### src/design/aled_pkg.sv
// Shared types and constants for the addressable LED PWM frame encoder.
`default_nettype none

package aled_pkg;

  typedef enum logic [1:0] {
    CMD_TICK  = 2'd0,
    CMD_SET   = 2'd1,
    CMD_ERASE = 2'd2,
    CMD_APPLY = 2'd3
  } cmd_e;

  localparam logic [1:0] REG_LED_COUNT  = 2'd0;
  localparam logic [1:0] REG_ONE_DUTY   = 2'd1;
  localparam logic [1:0] REG_ZERO_DUTY  = 2'd2;
  localparam logic [1:0] REG_TAIL_SLOTS = 2'd3;

  localparam logic [4:0] LED_COUNT_RST  = 5'd11;
  localparam logic [7:0] ONE_DUTY_RST   = 8'd33;
  localparam logic [7:0] ZERO_DUTY_RST  = 8'd16;
  localparam logic [7:0] TAIL_SLOTS_RST = 8'd60;

  localparam int unsigned ColorW = 24;
  // bits go out MSB first: green 23..16, red 15..8, blue 7..0
  localparam logic [4:0] TOP_BIT = 5'd23;

  typedef struct packed {
    logic       sending;
    logic       last;
    logic       is_color;
    logic [4:0] bit_idx;
    logic [7:0] one_duty;
    logic [7:0] zero_duty;
  } slot_t;

endpackage

`default_nettype wire

### src/design/aled_cmem.sv
// Two-bank color memory with per-entry bank map, frame snapshot and erase flags.
`default_nettype none

module aled_cmem #(
  parameter int unsigned MAX_LEDS = 16,
  parameter int unsigned LW = 4
) (
  input  wire logic          clk_i,
  input  wire logic          rst_ni,
  input  wire logic          wr_en_i,
  input  wire logic [LW-1:0] wr_idx_i,
  input  wire logic [23:0]   wr_data_i,
  input  wire logic          erase_i,
  input  wire logic          snap_i,
  input  wire logic          active_i,
  input  wire logic          rd_en_i,
  input  wire logic [LW-1:0] rd_idx_i,
  output logic      [23:0]   rd_data_o
);
  import aled_pkg::*;

  localparam int unsigned Depth = 2 ** (LW + 1);

  logic [ColorW-1:0]   mem_q [Depth];
  logic [MAX_LEDS-1:0] cur_q, cur_d;   // bank holding the live color
  logic [MAX_LEDS-1:0] shd_q, shd_d;   // bank holding the frame copy
  logic [MAX_LEDS-1:0] vld_q, vld_d;   // live entry written since erase
  logic [MAX_LEDS-1:0] svld_q, svld_d; // frame copy of vld_q
  logic [ColorW-1:0]   rd_q;
  logic                rd_vld_q;
  logic                wr_bank;

  // during a frame never overwrite the bank the frame is reading
  assign wr_bank = (active_i && (cur_q[wr_idx_i] == shd_q[wr_idx_i])) ?
                   ~cur_q[wr_idx_i] : cur_q[wr_idx_i];

  always_comb begin
    cur_d  = cur_q;
    shd_d  = shd_q;
    vld_d  = vld_q;
    svld_d = svld_q;
    if (erase_i) begin
      vld_d = '0;
    end
    if (wr_en_i) begin
      cur_d[wr_idx_i] = wr_bank;
      vld_d[wr_idx_i] = 1'b1;
    end
    if (snap_i) begin
      shd_d  = cur_q;
      svld_d = vld_q;
    end
  end

  always_ff @(posedge clk_i or negedge rst_ni) begin
    if (!rst_ni) begin
      cur_q    <= '0;
      shd_q    <= '0;
      vld_q    <= '0;
      svld_q   <= '0;
      rd_vld_q <= 1'b0;
    end else begin
      cur_q  <= cur_d;
      shd_q  <= shd_d;
      vld_q  <= vld_d;
      svld_q <= svld_d;
      if (rd_en_i) begin
        rd_vld_q <= svld_q[rd_idx_i];
      end
    end
  end

  always_ff @(posedge clk_i) begin
    if (wr_en_i) begin
      mem_q[{wr_bank, wr_idx_i}] <= wr_data_i;
    end
    if (rd_en_i) begin
      rd_q <= mem_q[{shd_q[rd_idx_i], rd_idx_i}];
    end
  end

  assign rd_data_o = rd_vld_q ? rd_q : '0;

endmodule

`default_nettype wire

### src/design/aled_seq.sv
// Frame sequencer: walks LEDs and bit slots, then the tail slots.
`default_nettype none

module aled_seq #(
  parameter int unsigned LW = 4,
  parameter int unsigned CW = 5
) (
  input  wire logic           clk_i,
  input  wire logic           rst_ni,
  input  wire logic [CW-1:0]  eff_count_i,
  input  wire logic [7:0]     tail_slots_i,
  input  wire logic [7:0]     one_duty_i,
  input  wire logic [7:0]     zero_duty_i,
  input  wire logic           apply_i,
  input  wire logic           tick_i,
  output logic                start_o,
  output logic                active_o,
  output logic      [LW-1:0]  led_o,
  output aled_pkg::slot_t     slot_o
);
  import aled_pkg::*;

  typedef enum logic [2:0] {
    ST_IDLE  = 3'b001,
    ST_COLOR = 3'b010,
    ST_TAIL  = 3'b100
  } state_e;

  state_e        state_q, state_d;
  logic [LW-1:0] led_q, led_d;
  logic [4:0]    bit_q, bit_d;
  logic [7:0]    tcnt_q, tcnt_d;
  logic [CW-1:0] frm_leds_q, frm_leds_d;
  logic [7:0]    frm_tail_q, frm_tail_d;
  logic [7:0]    frm_one_q, frm_one_d;
  logic [7:0]    frm_zero_q, frm_zero_d;
  logic          last_led, tail_last, no_tail;

  assign last_led  = (CW'(led_q) + CW'(1)) == frm_leds_q;
  assign no_tail   = (frm_tail_q == 8'd0);
  assign tail_last = ({1'b0, tcnt_q} + 9'd1) == {1'b0, frm_tail_q};
  assign active_o  = (state_q != ST_IDLE);
  assign start_o   = apply_i && (state_q == ST_IDLE) &&
                     ((eff_count_i != '0) || (tail_slots_i != 8'd0));
  assign led_o     = led_q;

  always_comb begin
    state_d    = state_q;
    led_d      = led_q;
    bit_d      = bit_q;
    tcnt_d     = tcnt_q;
    frm_leds_d = frm_leds_q;
    frm_tail_d = frm_tail_q;
    frm_one_d  = frm_one_q;
    frm_zero_d = frm_zero_q;
    slot_o           = '0;
    slot_o.bit_idx   = bit_q;
    slot_o.one_duty  = frm_one_q;
    slot_o.zero_duty = frm_zero_q;

    unique case (state_q)
      ST_IDLE: begin
        if (start_o) begin
          frm_leds_d = eff_count_i;
          frm_tail_d = tail_slots_i;
          frm_one_d  = one_duty_i;
          frm_zero_d = zero_duty_i;
          led_d      = '0;
          bit_d      = TOP_BIT;
          tcnt_d     = 8'd0;
          state_d    = (eff_count_i != '0) ? ST_COLOR : ST_TAIL;
        end
      end
      ST_COLOR: begin
        slot_o.sending  = 1'b1;
        slot_o.is_color = 1'b1;
        slot_o.last     = last_led && (bit_q == 5'd0) && no_tail;
        if (tick_i) begin
          if (bit_q == 5'd0) begin
            bit_d = TOP_BIT;
            if (last_led) begin
              led_d   = '0;
              tcnt_d  = 8'd0;
              state_d = no_tail ? ST_IDLE : ST_TAIL;
            end else begin
              led_d = led_q + LW'(1);
            end
          end else begin
            bit_d = bit_q - 5'd1;
          end
        end
      end
      ST_TAIL: begin
        slot_o.sending = 1'b1;
        slot_o.last    = tail_last;
        if (tick_i) begin
          if (tail_last) begin
            state_d = ST_IDLE;
          end else begin
            tcnt_d = tcnt_q + 8'd1;
          end
        end
      end
      default: state_d = ST_IDLE;
    endcase
  end

  always_ff @(posedge clk_i or negedge rst_ni) begin
    if (!rst_ni) begin
      state_q    <= ST_IDLE;
      led_q      <= '0;
      bit_q      <= TOP_BIT;
      tcnt_q     <= 8'd0;
      frm_leds_q <= '0;
      frm_tail_q <= 8'd0;
      frm_one_q  <= 8'd0;
      frm_zero_q <= 8'd0;
    end else begin
      state_q    <= state_d;
      led_q      <= led_d;
      bit_q      <= bit_d;
      tcnt_q     <= tcnt_d;
      frm_leds_q <= frm_leds_d;
      frm_tail_q <= frm_tail_d;
      frm_one_q  <= frm_one_d;
      frm_zero_q <= frm_zero_d;
    end
  end

endmodule

`default_nettype wire

### src/design/addressable_led_pwm_frame_encoder.sv
// A tick word's result passes the memory read (stage 1) and then the output register.
// Throughput: one input word per cycle while the output is not stalled;
// set, erase and apply give no result word. Color ticks use the memory's single read port.
// Reset: colors read as dark through per-entry valid flags, so no clearing pass is needed;
// registers return to their defaults and the encoder is idle.
`default_nettype none

module addressable_led_pwm_frame_encoder #(
  parameter int unsigned MAX_LEDS = 16
) (
  input  wire logic       clk_i,
  input  wire logic       rst_ni,
  input  wire logic       cfg_we_i,
  input  wire logic [1:0] cfg_idx_i,
  input  wire logic [7:0] cfg_data_i,
  input  wire logic       in_valid_i,
  output logic            in_ready_o,
  input  wire logic [1:0] command_i,
  input  wire logic [3:0] led_index_i,
  input  wire logic [7:0] red_i,
  input  wire logic [7:0] green_i,
  input  wire logic [7:0] blue_i,
  output logic            out_valid_o,
  input  wire logic       out_ready_i,
  output logic      [7:0] duty_o,
  output logic            sending_o,
  output logic            frame_last_o
);
  import aled_pkg::*;

  localparam int unsigned LW = (MAX_LEDS > 1) ? $clog2(MAX_LEDS) : 1;
  localparam int unsigned CW = $clog2(MAX_LEDS + 1);

  logic [4:0]    led_count_q;
  logic [7:0]    one_duty_q, zero_duty_q, tail_slots_q;
  logic [CW-1:0] eff_count;
  cmd_e          cmd;
  logic          in_acc, tick_acc, set_acc, erase_acc, apply_acc, wr_en;
  logic          start, active;
  logic [LW-1:0] led;
  slot_t         slot, s1_slot_q;
  logic          s1_v_q, s1_adv;
  logic [23:0]   rd_data;
  logic [7:0]    duty_d;

  // config registers
  always_ff @(posedge clk_i or negedge rst_ni) begin
    if (!rst_ni) begin
      led_count_q  <= LED_COUNT_RST;
      one_duty_q   <= ONE_DUTY_RST;
      zero_duty_q  <= ZERO_DUTY_RST;
      tail_slots_q <= TAIL_SLOTS_RST;
    end else if (cfg_we_i) begin
      unique case (cfg_idx_i)
        REG_LED_COUNT:  led_count_q  <= cfg_data_i[4:0];
        REG_ONE_DUTY:   one_duty_q   <= cfg_data_i;
        REG_ZERO_DUTY:  zero_duty_q  <= cfg_data_i;
        REG_TAIL_SLOTS: tail_slots_q <= cfg_data_i;
        default: ;
      endcase
    end
  end

  assign eff_count = (32'(led_count_q) > 32'(MAX_LEDS)) ? CW'(MAX_LEDS) : CW'(led_count_q);

  assign cmd       = cmd_e'(command_i);
  assign in_acc    = in_valid_i && in_ready_o;
  assign tick_acc  = in_acc && (cmd == CMD_TICK);
  assign set_acc   = in_acc && (cmd == CMD_SET);
  assign erase_acc = in_acc && (cmd == CMD_ERASE);
  assign apply_acc = in_acc && (cmd == CMD_APPLY);
  assign wr_en     = set_acc && (32'(led_index_i) < 32'(eff_count));

  aled_seq #(.LW(LW), .CW(CW)) u_seq (
    .clk_i        (clk_i),
    .rst_ni       (rst_ni),
    .eff_count_i  (eff_count),
    .tail_slots_i (tail_slots_q),
    .one_duty_i   (one_duty_q),
    .zero_duty_i  (zero_duty_q),
    .apply_i      (apply_acc),
    .tick_i       (tick_acc),
    .start_o      (start),
    .active_o     (active),
    .led_o        (led),
    .slot_o       (slot)
  );

  aled_cmem #(.MAX_LEDS(MAX_LEDS), .LW(LW)) u_cmem (
    .clk_i     (clk_i),
    .rst_ni    (rst_ni),
    .wr_en_i   (wr_en),
    .wr_idx_i  (LW'(led_index_i)),
    .wr_data_i ({green_i, red_i, blue_i}),
    .erase_i   (erase_acc),
    .snap_i    (start),
    .active_i  (active),
    .rd_en_i   (tick_acc && slot.is_color),
    .rd_idx_i  (led),
    .rd_data_o (rd_data)
  );

  // stage 1 waits on the memory read; read data holds while it stalls
  assign s1_adv     = s1_v_q && (!out_valid_o || out_ready_i);
  assign in_ready_o = !s1_v_q || s1_adv;

  assign duty_d = !s1_slot_q.is_color ? 8'd0 :
                  rd_data[s1_slot_q.bit_idx] ? s1_slot_q.one_duty : s1_slot_q.zero_duty;

  always_ff @(posedge clk_i or negedge rst_ni) begin
    if (!rst_ni) begin
      s1_v_q      <= 1'b0;
      out_valid_o <= 1'b0;
    end else begin
      if (tick_acc) begin
        s1_v_q <= 1'b1;
      end else if (s1_adv) begin
        s1_v_q <= 1'b0;
      end
      if (s1_adv) begin
        out_valid_o <= 1'b1;
      end else if (out_ready_i) begin
        out_valid_o <= 1'b0;
      end
    end
  end

  always_ff @(posedge clk_i) begin
    if (tick_acc) begin
      s1_slot_q <= slot;
    end
    if (s1_adv) begin
      duty_o       <= duty_d;
      sending_o    <= s1_slot_q.sending;
      frame_last_o <= s1_slot_q.last;
    end
  end

endmodule

`default_nettype wire

### config.mk
export PLATFORM = sky130hd
export DESIGN_NAME = addressable_led_pwm_frame_encoder
export DESIGN_NICKNAME = d
export VERILOG_FILES = /design/src/design/aled_pkg.sv /design/src/design/aled_cmem.sv /design/src/design/aled_seq.sv /design/src/design/addressable_led_pwm_frame_encoder.sv
export SDC_FILE = /design/constraint.sdc
export NUM_CORES = 1
export LEC_CHECK = 0
export ABC_CLOCK_PERIOD_IN_PS = 6000
export BUFFER_PORTS_ARGS = -buffer_cell sky130_fd_sc_hd__buf_2
export CORE_UTILIZATION = 50
export DETAILED_ROUTE_END_ITERATION = 8
export GPL_ROUTABILITY_DRIVEN = 0
export GPL_TIMING_DRIVEN = 0
export HOLD_SLACK_MARGIN = 0.06
export PLACE_DENSITY = 0.66
export SKIP_LAST_GASP = 1
export SLEW_MARGIN = 20
export SYNTH_ARGS = -nofsm -noshare
export SYNTH_HDL_FRONTEND = slang
export SYNTH_HIERARCHICAL = 1
export SYNTH_SLANG_ARGS = --single-unit
### constraint.sdc
create_clock -name clk_i -period 6 [get_ports clk_i]
set_input_delay 1.2 -clock clk_i [delete_from_list [all_inputs] [get_ports clk_i]]
set_output_delay 1.2 -clock clk_i [all_outputs]
set_load 0.05 [all_outputs]
# Word-level counts from Yosys, hierarchy flattened
# Memories as Yosys holds them, arrays and structs flattened. A register that Yosys moved wholly into a read port is not among the register bits.
# Cells that the tools add are included.
[op_classes]
add_sub_neg = 5
magnitude_cmp = 6
eq_ne = 20
mux = 52
n_bitwise = 2
n_reduce_logical = 38
[ops]
columns = ["cell", "n"]
rows = [
  ["two-way mux 8 bit", 7],
  ["two-way mux 16 bit", 2],
  ["two-way mux 24 bit", 1],
  ["two-way mux 3 bit", 8],
  ["one-hot mux 8 bit (3 select lines)", 1],
  ["two-way mux 5 bit", 4],
  ["binary-select mux 1 bit (select 4 bit)", 4],
  ["bitwise mux 16 bit", 1],
  ["two-way mux 4 bit", 4],
  ["bitwise OR 16 bit", 1],
  ["logical AND 1 bit", 14],
  ["two-way mux 1 bit", 14],
  ["< comparator 4 x 5 -> 1 bit, second input constant", 2],
  ["one-hot mux 5 bit (2 select lines)", 1],
  ["AND reduction 2 bit", 5],
  ["adder 8 x 1 -> 9 bit, second input constant", 1],
  ["equality test 9 x 8 -> 1 bit", 1],
  ["one-hot mux 3 bit (3 select lines)", 1],
  ["adder 8 x 1 -> 8 bit, second input constant", 1],
  ["equality test 2 bit, second input constant", 4],
  ["zero test 8 bit", 1],
  ["!= test 2 bit, second input constant", 4],
  ["one-hot mux 4 bit (2 select lines)", 1],
  ["nonzero test 8 bit", 1],
  ["other kinds (30)", 39],
]
[word_totals]
reg_bits = 179
ram_bits = 768
inputBits = 45
output_inout_bits = 12
word_cells = 152
n_memories = 1
[mem_list]
columns = ["name", "depth", "width", "rd", "rd_ports_with_merged_regs", "write_ports", "line_no", "source"]
rows = [
  ["u_cmem.mem_q", 32, 24, 1, 1, 1, "aled_cmem.sv:24", "logic [ColorW-1:0] mem_q [Depth];"],
]

# Logic depth before layout (Yosys ltp)
# Gate-level depths: netlist of run 1.
[logic_depth]
ltp_word = 10
ltp_mapped = 10
ltp_nobuf = 10

# By module
# The synthesis of run 1 kept the hierarchy.
[modules_own_cells]
columns = ["mod", "n_inst", "cells_per_inst", "area_per_inst_um2"]
rows = [
  ["aled_cmem", 1, 1553, 33891.3],
  ["addressable_led_pwm_frame_encoder", 1, 173, 2755.1],
  ["aled_seq", 1, 246, 2605.0],
]

# Worst setup path after synthesis of run 1
# OpenSTA, ideal clock, no wires.
[synth_path]
path_kind = "input-to-reg"
start = "in led_index_i[0]"
end = "mem u_cmem.mem_q[4][0] (enable)"
arrival_ns = 5.024
required_ns = 5.534
setup_slack_ns = 0.510
path_stages = 8
n_path_buf = 0
cell_sequence = "or3b_2 a21o_1 a21o_1 a21oi_1 o211a_1 and2_1 nand2_1 nor4_1"
[synth_lines]
columns = ["item", "line_no", "source"]
rows = [
  ["start, declared", "addressable_led_pwm_frame_encoder.sv:19", "input wire logic [3:0] led_index_i,"],
  ["< comparator 4 x 5 -> 1 bit", "addressable_led_pwm_frame_encoder.sv:72", "assign wr_en = set_acc && (32'(led_index_i) < 32'(eff_count));"],
  ["logical AND 1 bit", "addressable_led_pwm_frame_encoder.sv:72", ""],
  ["named net wr_en", "addressable_led_pwm_frame_encoder.sv:38", "logic in_acc, tick_acc, set_acc, erase_acc, apply_acc, wr_en;"],
  ["two-way mux 1 bit", "aled_cmem.sv:74", "if (wr_en_i) begin"],
  ["two-way mux 1 bit (not written as such)", "aled_cmem.sv:75", "mem_q[{wr_bank, wr_idx_i}] <= wr_data_i;"],
  ["end, declared", "aled_cmem.sv:24", ""],
]
# The timed path passes the listed nets, and every way through them passes these cells. The select of a mux whose other input is x is not followed.

# Worst setup path in the final report of run 1
[layout_path]
start = "in led_index_i[0]"
end = "mem u_cmem.mem_q[2][10] (enable)"
# The elaborated chain is that of the path after synthesis.

==> results of run 1 <==
## worst max-delay path by stage
stage,start,endpoint,cells past startpoint
after global placement,led_index_i[0],u_cmem/mem_q[15][5],9
after global routing,led_index_i[0],u_cmem/mem_q[2][10],14
final,led_index_i[0],u_cmem/mem_q[2][10],14
after floorplan,led_index_i[0],u_cmem/mem_q[4][0],8
after detailed placement,led_index_i[0],u_cmem/mem_q[2][12],14
after CTS,led_index_i[0],u_cmem/mem_q[2][10],14
## cells in the final DEF, fill, tap and decap left out, types with 7 or more instances in the layout
cell type    n
edfxtp_1   826
mux2i_1    167
a21oi_1      7
buf_2      104
dfstp_2     15
nor2_1      45
buf_6       18
nor2b_1      7
a31oi_4     16
clkbuf_1    54
clkinv_2    18
a41oi_1     10
inv_1       29
dfrtp_1    130
o21ai_0     27
nor4_4      11
nand3_1     16
mux2_2     117
clkinv_1    23
nand2b_1    11
clkbuf_16   98
buf_1       10
nand2_1     50
o21ai_1     12
xnor2_1     13
nor3_1      12
bufinv_16   17
nand3b_1     8
buf_16      17
mux4_2     205
buf_4       33
and2_1      33
or3_1        7
## per-layer routing
layer	vias to the layer above	global-route usage (%)	share of wire [%]
met5	-	0	0
met1	10400	30.8	42
met3	119	3.57	6.3
met2	645	37.1	50
met4	0	5.63	1.8
li1	8462	-	-
## flip-flops by register name (all words and copies together) (netlist names), 8 cells and up
signal	count
u_cmem/cur_q	16
u_cmem/svld_q	16
u_seq/tcnt_q	8
u_seq/frm_tail_q	8
u_cmem/mem_q	768
u_seq/frm_zero_q	8
u_cmem/vld_q	16
duty_o	8
u_cmem/rd_q	24
u_cmem/shd_q	16
one_duty_q	8
u_seq/frm_one_q	8
tail_slots_q	8
s1_slot_q	24
zero_duty_q	8
## synthesized netlist by cell type (all sizes together), types with 7 or more instances
master	count	area, um^2
buf	65	440
a41oi	16	185
nand3b	8	60.1
xnor2	13	114
mux4	207	4670
and3	7	45.1
a21oi	7	35.0
dfrtp	130	3250
a31oi	17	106
inv	30	113
nor4	20	203
o21ai	39	195
dfstp	15	394
mux2i	167	1670
nand2b	11	68.8
or3	7	43.8
nand2	50	188
nor2b	7	43.8
and2	34	213
mux2	118	1330
nor3	13	65.1
nor2	47	181
edfxtp	826	24800
nand3	16	80.1
clkbuf	40	160
## final cells by class
type / instances / area share [%]
diodes: 3 / 0.0166
plain buffers: 105 / 1.33
clock buffers: 115 / 5.55
clock inverters: 64 / 1.71
inverters: 30 / 0.248
multi-input cells: 866 / 23.1
flip-flops and latches: 971 / 62.7
well taps: 1040 / 2.87
repair buffers: 122 / 2.45
## cell families after synthesis
kind of cell | Yosys count
DFF | 971
muxes | 492
and+or+nand+nor | 234
buffers and inverters | 135
AOI/OAI and AO/OA | 116
xor gates and xnor gates | 18
adders and majority gates | 6
## power by group through the flow
| stage | clock network, mW | registers [mW] | logic, mW |
|---|---|---|---|
| 2_1_floorplan | 0 | 7.98 | 1.45 |
| 3_3_place_gp | 0 | 8.05 | 1.96 |
| 3_5_place_dp | 0 | 8.06 | 2.11 |
| 4_1_cts | 6.34 | 7.92 | 2.12 |
| 5_1_grt | 6.59 | 7.96 | 2.27 |
| 6_report | 6.22 | 7.93 | 2.11 |
## through the flow
stage	utilization, %	total power, mW
after floorplan	-	9.43
final	58.4	16.3
after global placement	52.6	10.0
after global routing	58.4	16.8
after detailed placement	54.2	10.2
after CTS	58.4	16.4
## critical path, cell delays in order
cell and delay [ns]:
buf_2 0.13, or3b_2 0.43, a21o_1 0.19, a21o_1 0.17, a21oi_1 0.14, o211a_1 0.34
and2_1 0.26, nand2_1 0.22, nor4_2 0.48, buf_2 0.29, buf_2 0.24, buf_4 0.19
buf_2 0.20, buf_2 0.20
==> results.tsv, run 1 <==
metric	value	unit
switching_share	23.9	%
cts_made_buffers	96	
syn_to_final_growth	15.5	%
synth-simple-area-share	3.31	%
gr-usage-all-layers	22.2	%
design.core.area	0.0776	mm^2
start_kind	input pin	
fp.dieH	282	um
nets	2243	
r2r_slack	1.79	ns
drc_errors	0	
async_reset_ff_share	14.9	%
drive_above_1_share	31.5	%
synth_area	0.0393	mm^2
hp-start	s1_slot_q[22]	
grt_first_pass_wirelength	129	mm
min_path_type	reg2reg	
rr_endpoint	u_cmem/mem_q[2][10]	
tns	0	ns
routed_via_density	5.91	
gr-total-overflow	0	
cp.arrival	4.71	ns
pwr_density_cell	358	mW/mm^2
ys_seq_elements	971	
synth_nets	2023	
initial_core_util	50.6	%
r2r_cells	13	
synth_cell_types	74	
slew_violations	0	
cp-end-kind	register	
leakagePower	14.9	nW
htree_num_levels	3	
drt_iter0_markers	1817	
fmax	0.230	GHz
synthMuxAreaShare	19.5	%
synthAdderAreaFrac	0.191	%
layout.cells.non_filler	3316	
cp_max_fo	8	
cts.path.max_buffers	3	
required	6.36	ns
reg2reg_from	led_count_q[0]	
n_fill_cell	5740	
clock-sinks	971	
dpl.hpwl	58.9	mm
power.switching	3.89	mW
power_frac_comb	13.0	%
fin_skew	0.0286	ns
grt_max_degree	103	
dp_cells	3134	
avgSynthCellArea	19.9	um^2
clk_latency	0.66	ns
multi_input_area	0.0105	mm^2
antenna_found_initial	4	
yosys_warnings	6	
finalWorstSetupSlack	1.65	ns
postCtsResizedCells	0	
ios	57	
hold_depth	0	
setup_viol	0	
root_buffer	clkbuf_16	
synth_top_family_by_area	multiplexers	
cts-hold-fix-buffers	0	
final_cell_area	0.0453	mm^2
outcome	completed	
rsz0062_at_grt	false	
port_buffers	56	
p_clk_share	38.3	%
internal_power	12.4	mW
pre_cts_slack	0.984	ns
worst_pin_slew	1.04	ns
crit_type	in2reg	
wire_per_inst	25.9	um
ir_drop	0.000271	V
synth_xor_area_share	0.402	%
synth_top_flop_cell	edfxtp_1	
die_w	282	um
hold_viol	0	
post_cts_buffers	0	
routed_wl	85.8	mm
worst_hold_slack	0.430	ns
synth-compound-area-share	2.24	%
syn_inst	1972	
row_count	102	
synth_edf_count	826	
drtPass1Iterations	6	
seq_area_frac_synth	72.5	%
period_share	72.4	%
whs_endpoint	frame_last_o	
seqPwrFrac	48.8	%
placed_area	0.0420	mm^2
ant_nets	0	
num_vias	19600	
cts_tree	built	
maxCapViolCount	0	
ff_latch_area	0.0285	mm^2
die_area	0.0796	mm^2
period_needed	4.35	ns
relSlewSlack	30.3	%
clk_pin_slew	0.06	ns
grt_pass1_vias	20400	
(Power assumes the default switching activity.)
==> run 2, diff against run 1 <==
ABC_CLOCK_PERIOD_IN_PS = 3530   (was 6000)
PLACE_DENSITY = 0.68   (was 0.66)
clock period = 3.53 ns   (was 6 ns; I/O delays follow)
==> results.tsv, run 2 (synthesis gave the netlist of run 1 again) <==
metric	value	unit	change
outcome	completed		unchanged
cts.path.max_buffers	3		unchanged
hold_viol	0		unchanged
r2r_cells	7		was 13
cp_max_fo	10		was 8
drc_errors	0		unchanged
finalWorstSetupSlack	0.125	ns	was 1.65 ns
whs_endpoint	tail_slots_q[7]		was frame_last_o
die_w	282	um	unchanged
num_vias	20200		was 19,600
slew_violations	0		unchanged
gr-usage-all-layers	23.5	%	was 22.2%
n_fill_cell	5638		was 5,740
syn_to_final_growth	16.9	%	was 15.5%
antenna_found_initial	7		was 4
fmax	0.294	GHz	
routed_via_density	6.01		was 5.91
layout.cells.non_filler	3357		was 3,316
cp.arrival	3.81	ns	was 4.71 ns
wire_per_inst	27.4	um	was 25.9 um
required	3.94	ns	was 6.36 ns
final_cell_mix	edfxtp_1, mux4_2, mux2i_1		unchanged
cts_tree	built		unchanged
setup_viol	0		unchanged
port_buffers	56		unchanged
start_kind	register		was input pin
ir_drop	0.000385	V	was 0.000271 V
relSlewSlack	24.2	%	was 30.3%
clk_latency	0.66	ns	about the same
worst_hold_slack	0.319	ns	was 0.430 ns
drtPass1Iterations	6		unchanged
row_count	102		unchanged
power.total	27.1	mW	was 16.3 mW
pwr_density_cell	591	mW/mm^2	was 358 mW/mm^2
grt_pass1_vias	20600		was 20,400
period_needed	3.41	ns	
leakagePower	15.1	nW	was 14.9 nW
reg_top3	u_cmem/mem_q (768), s1_slot_q (24), u_cmem/rd_q (24)		unchanged
layout.cells.most_common	edfxtp_1		unchanged
clk_pin_slew	0.06	ns	about the same
grt_first_pass_wirelength	134	mm	was 129 mm
reg2reg_from	u_seq/led_o[2]		was led_count_q[0]
grt_max_degree	96		was 103
drt_iter0_markers	1904		was 1,817
initial_core_util	50.6	%	unchanged
fin_skew	0.0288	ns	was 0.0286 ns
dp_cells	3121		was 3,134
die_area	0.0796	mm^2	unchanged
ios	57		unchanged
pre_cts_slack	-0.644	ns	was 0.984 ns
cp-end-kind	register		unchanged
largest_reg_flops	768		unchanged
ant_nets	0		unchanged
design.core.area	0.0776	mm^2	unchanged
rsz0062_at_grt	true		was false
worst_pin_slew	1.14	ns	was 1.04 ns
root_buffer	clkbuf_16		unchanged
gr-total-overflow	0		unchanged
nets	2281		was 2,243
crit_type	reg2reg		was in2reg
fp.dieH	282	um	unchanged
min_path_type	in2reg		was reg2reg
drive_above_1_share	33.3	%	was 31.5%
hold_depth	2		was 0
maxCapViolCount	0		unchanged
rr_endpoint	u_cmem/rd_q[13]		was u_cmem/mem_q[2][10]
r2r_slack	0.12	ns	was 1.79 ns
final_util	59.1	%	was 58.4%
hp-start	cfg_data_i[7]		was s1_slot_q[22]
htree_num_levels	3		unchanged
top_register	u_cmem/mem_q		unchanged
period_share	96.5	%	
dpl.hpwl	61.6	mm	was 58.9 mm
clock-sinks	971		unchanged
cts_made_buffers	97		was 96
routed_wl	91.9	mm	was 85.8 mm
-- run 2: cell types whose count changed in the layout (fill, tap and decap cells not counted), moves of 6 or more --
cell | before | now
bufinv_16 | 17 | 4
buf_6 | 18 | 43
nor4_2 | 6 | 0
buf_2 | 104 | 86
buf_4 | 33 | 45
nor4_4 | 11 | 17
buf_12 | 0 | 20
clkbuf_8 | 1 | 9
-- run 2: how the worst max path moves through the flow --
stage	from	slack [ns]	to
global placement	led_index_i[0]	-2.13	u_cmem/mem_q[24][12]
global route	led_count_q[4]	-0.03	u_cmem/mem_q[5][10]
CTS	led_count_q[0]	-0.01	u_cmem/mem_q[6][11]
finish	u_seq/led_o[2]	0.12	u_cmem/rd_q[13]
floorplan	led_index_i[0]	-0.30	u_cmem/mem_q[26][0]
detailed placement	led_index_i[0]	-0.64	u_cmem/mem_q[7][10]
-- run 2: area by class of cell --
class                      count  area, um^2  area share [%]
clock buffer                 128        2690            5.86
antenna                        3        7.51          0.0164
timing repair buffer         161        1760            3.84
tap                         1040        1300            2.84
buffer                       103         606            1.32
sequential                   971       28500            62.0
multi-input combinational    866       10600            23.0
clock inverter                55         417           0.908
inverter                      30         113           0.245
-- run 2: through the flow --
| step | setup TNS, ns | area [um^2] |
|---|---|---|
| 6_report | 0 | 45900 |
| 5_1_grt | -0.277 | 45900 |
| 4_1_cts | -0.0342 | 45700 |
| 3_5_place_dp | -248.31 | 42100 |
| 3_3_place_gp | -926.37 | 41100 |
| 2_1_floorplan | -21.97 | 39500 |
-- run 2: power by group --
part	leakage, nW	internal, mW	total [mW]	switching, mW
combinational	4.25	1.61	3.68	2.07
clock	1.52	5.67	9.96	4.29
sequential	9.28	13.1	13.5	0.418
-- run 2: critical path: stages, from the launching register on --
cell and delay, ns:
dfrtp_1 0.47, buf_2 0.41, buf_6 0.26, buf_4 0.26
clkdlybuf4s15_1 0.73, mux2i_1 0.53, mux2i_1 0.18, mux2_2 0.29
-- run 2: what timing repair did --
item	in CTS	in global routing
setup endpoints to repair	369	323
buffers inserted	37	14
pin swaps	22	8
gates resized for setup	1	15
hold endpoints to repair	44	0
hold buffers	1	0
-- run 2: routing by layer --
layer  vias to the layer above  track usage (%)  wire length (um)
met5                         -                0                 0
met4                         0             7.14              2200
met3                       125             4.18              6530
met2                       759             37.9             44900
met1                     10700             32.9             38300
li1                       8542                -                 -
==> run 3, diff against run 2 <==
CORE_ASPECT_RATIO = 0.5   (was default)
==> results.tsv, run 3 (synthesis gave the netlist of run 1 again) <==
metric	value	unit	change
outcome	completed		unchanged
reg_top3	u_cmem/mem_q (768), s1_slot_q (24), u_cmem/rd_q (24)		unchanged
p_clk_share	36.7	%	about the same
setup_viol	0		unchanged
placed_area	0.0422	mm^2	was 0.0421 mm^2
worst_pin_slew	1.05	ns	was 1.14 ns
dpl.hpwl	58.5	mm	was 61.6 mm
worst_hold_slack	0.324	ns	was 0.319 ns
clk_pin_slew	0.06	ns	about the same
layout.cells.non_filler	3336		was 3,357
cts.path.max_buffers	3		unchanged
maxCapViolCount	0		unchanged
n_fill_cell	5580		was 5,638
root_buffer	clkbuf_16		unchanged
initial_core_util	50.7	%	was 50.6%
min_path_type	in2reg		unchanged
crit_type	reg2reg		unchanged
cts_made_buffers	86		was 97
pwr_density_cell	588	mW/mm^2	was 591 mW/mm^2
dp_cells	3125		was 3,121
pre_cts_slack	-0.645	ns	was -0.644 ns
final_util	59.1	%	about the same
design.core.area	0.0775	mm^2	was 0.0776 mm^2
grt_pass1_vias	20000		was 20,600
tns	0	ns	unchanged
power.switching	6.52	mW	was 6.78 mW
row_count	72		was 102
final_cell_area	0.0458	mm^2	was 0.0459 mm^2
htree_num_levels	3		unchanged
ios	57		unchanged
cts_tree	built		unchanged
cp.arrival	3.81	ns	about the same
leakagePower	15.0	nW	was 15.1 nW
gr-total-overflow	0		unchanged
period_share	98.2	%	was 96.5%
layout.cells.most_common	edfxtp_1		unchanged
drtPass1Iterations	5		was 6
die_area	0.0797	mm^2	was 0.0796 mm^2
drive_above_1_share	33.2	%	was 33.3%
fmax	0.289	GHz	was 0.294 GHz
internal_power	20.4	mW	about the same
power.total	26.9	mW	was 27.1 mW
cp-end-kind	register		unchanged
ant_nets	0		unchanged
seqPwrFrac	50.0	%	was 49.8%
die_w	398	um	was 282 um
drt_iter0_markers	1931		was 1,904
syn_to_final_growth	16.6	%	was 16.9%
fp.dieH	200	um	was 282 um
clk_latency	0.65	ns	was 0.66 ns
antenna_found_initial	1		was 7
hold_viol	0		unchanged
required	3.88	ns	was 3.94 ns
top_register	u_cmem/mem_q		unchanged
grt_first_pass_wirelength	131	mm	was 134 mm
slew_violations	0		unchanged
fin_skew	0.0186	ns	was 0.0288 ns
routed_wl	88.6	mm	was 91.9 mm
wire_per_inst	26.6	um	was 27.4 um
period_needed	3.47	ns	was 3.41 ns
ir_drop	0.000369	V	was 0.000385 V
num_vias	20000		was 20,200
relSlewSlack	30.2	%	was 24.2%
final_cell_mix	edfxtp_1, mux4_2, mux2i_1		unchanged
switching_share	24.2	%	was 25.0%
nets	2279		was 2,281
routed_via_density	6.01		about the same
cp_max_fo	7		was 10
gr-usage-all-layers	22.5	%	was 23.5%
power_frac_comb	13.4	%	was 13.5%
drc_errors	0		unchanged
port_buffers	56		unchanged
clock-sinks	971		unchanged
start_kind	register		unchanged
largest_reg_flops	768		unchanged
finalWorstSetupSlack	0.0645	ns	was 0.125 ns
grt_max_degree	92		was 96
run 3: changes by cell type in the layout (fill, tap and decap cells not counted), moves of 3 or more:
cell	change
buf_4	+11
bufinv_16	+11
clkbuf_16	-11
clkbuf_1	-9
clkbuf_8	-7
clkinv_2	-7
buf_12	-4
buf_1	+3
clkinvlp_4	-3
run 3: routing by layer:
layer	global-route usage, %	part of all wire (%)	up-vias
met5	0	0	-
li1	-	-	8523
met2	33.8	46	743
met4	4.32	1.7	0
met1	33.8	44	10700
met3	5.86	8.5	117
run 3: cell type report:
class / instances / area [um^2] / area share [%]
multi-input combinational: 866 / 10600 / 23.0
timing repair buffer: 170 / 1820 / 3.97
inverter: 30 / 113 / 0.246
sequential: 971 / 28500 / 62.2
clock inverter: 57 / 667 / 1.46
antenna: 2 / 5.00 / 0.0109
tap: 1036 / 1300 / 2.83
buffer: 103 / 597 / 1.30
clock buffer: 101 / 2280 / 4.99
run 3: critical path: stages (launching register included):
cell and delay, ns:
dfstp_2 0.55, or3b_2 0.44, a21o_1 0.18, a21o_1 0.16
a21oi_1 0.13, o211a_2 0.25, and2_1 0.26, nand3_2 0.21
nor4_4 0.49, buf_4 0.18, buf_4 0.13, buf_6 0.16
run 3: repair_timing:
| item | in CTS | in global routing |
|---|---|---|
| pin swaps | 22 | 11 |
| setup buffers | 36 | 16 |
| setup endpoints to repair | 292 | 229 |
| hold buffers | 1 | 0 |
| resized for setup | 3 | 12 |
| endpoints found under the hold margin | 45 | 0 |
run 3: path summary, 6_finish.rpt:
path,start,end,slack [ns],cells past startpoint
max,led_count_q[0],u_cmem/mem_q[6][5],0.06,11
min,cfg_data_i[6],zero_duty_q[6],0.32,2
max reg2reg,led_count_q[0],u_cmem/mem_q[6][5],0.06,11
min reg2reg,u_seq/frm_zero_q[0],s1_slot_q[0],0.44,0
max in group asynchronous,rst_ni,u_seq/bit_q[2],2.16,3
min in group asynchronous,rst_ni,tail_slots_q[0],0.56,2
run 3: power groups by stage:
stage                     registers [mW]  clock network [mW]  logic (mW)
after global routing                13.5                10.5        3.84
after detailed placement            13.7                   0        3.60
after global placement              13.7                   0        3.46
after floorplan                     13.6                   0        2.57
after CTS                           13.5                10.0        3.62
final                               13.5                9.88        3.60
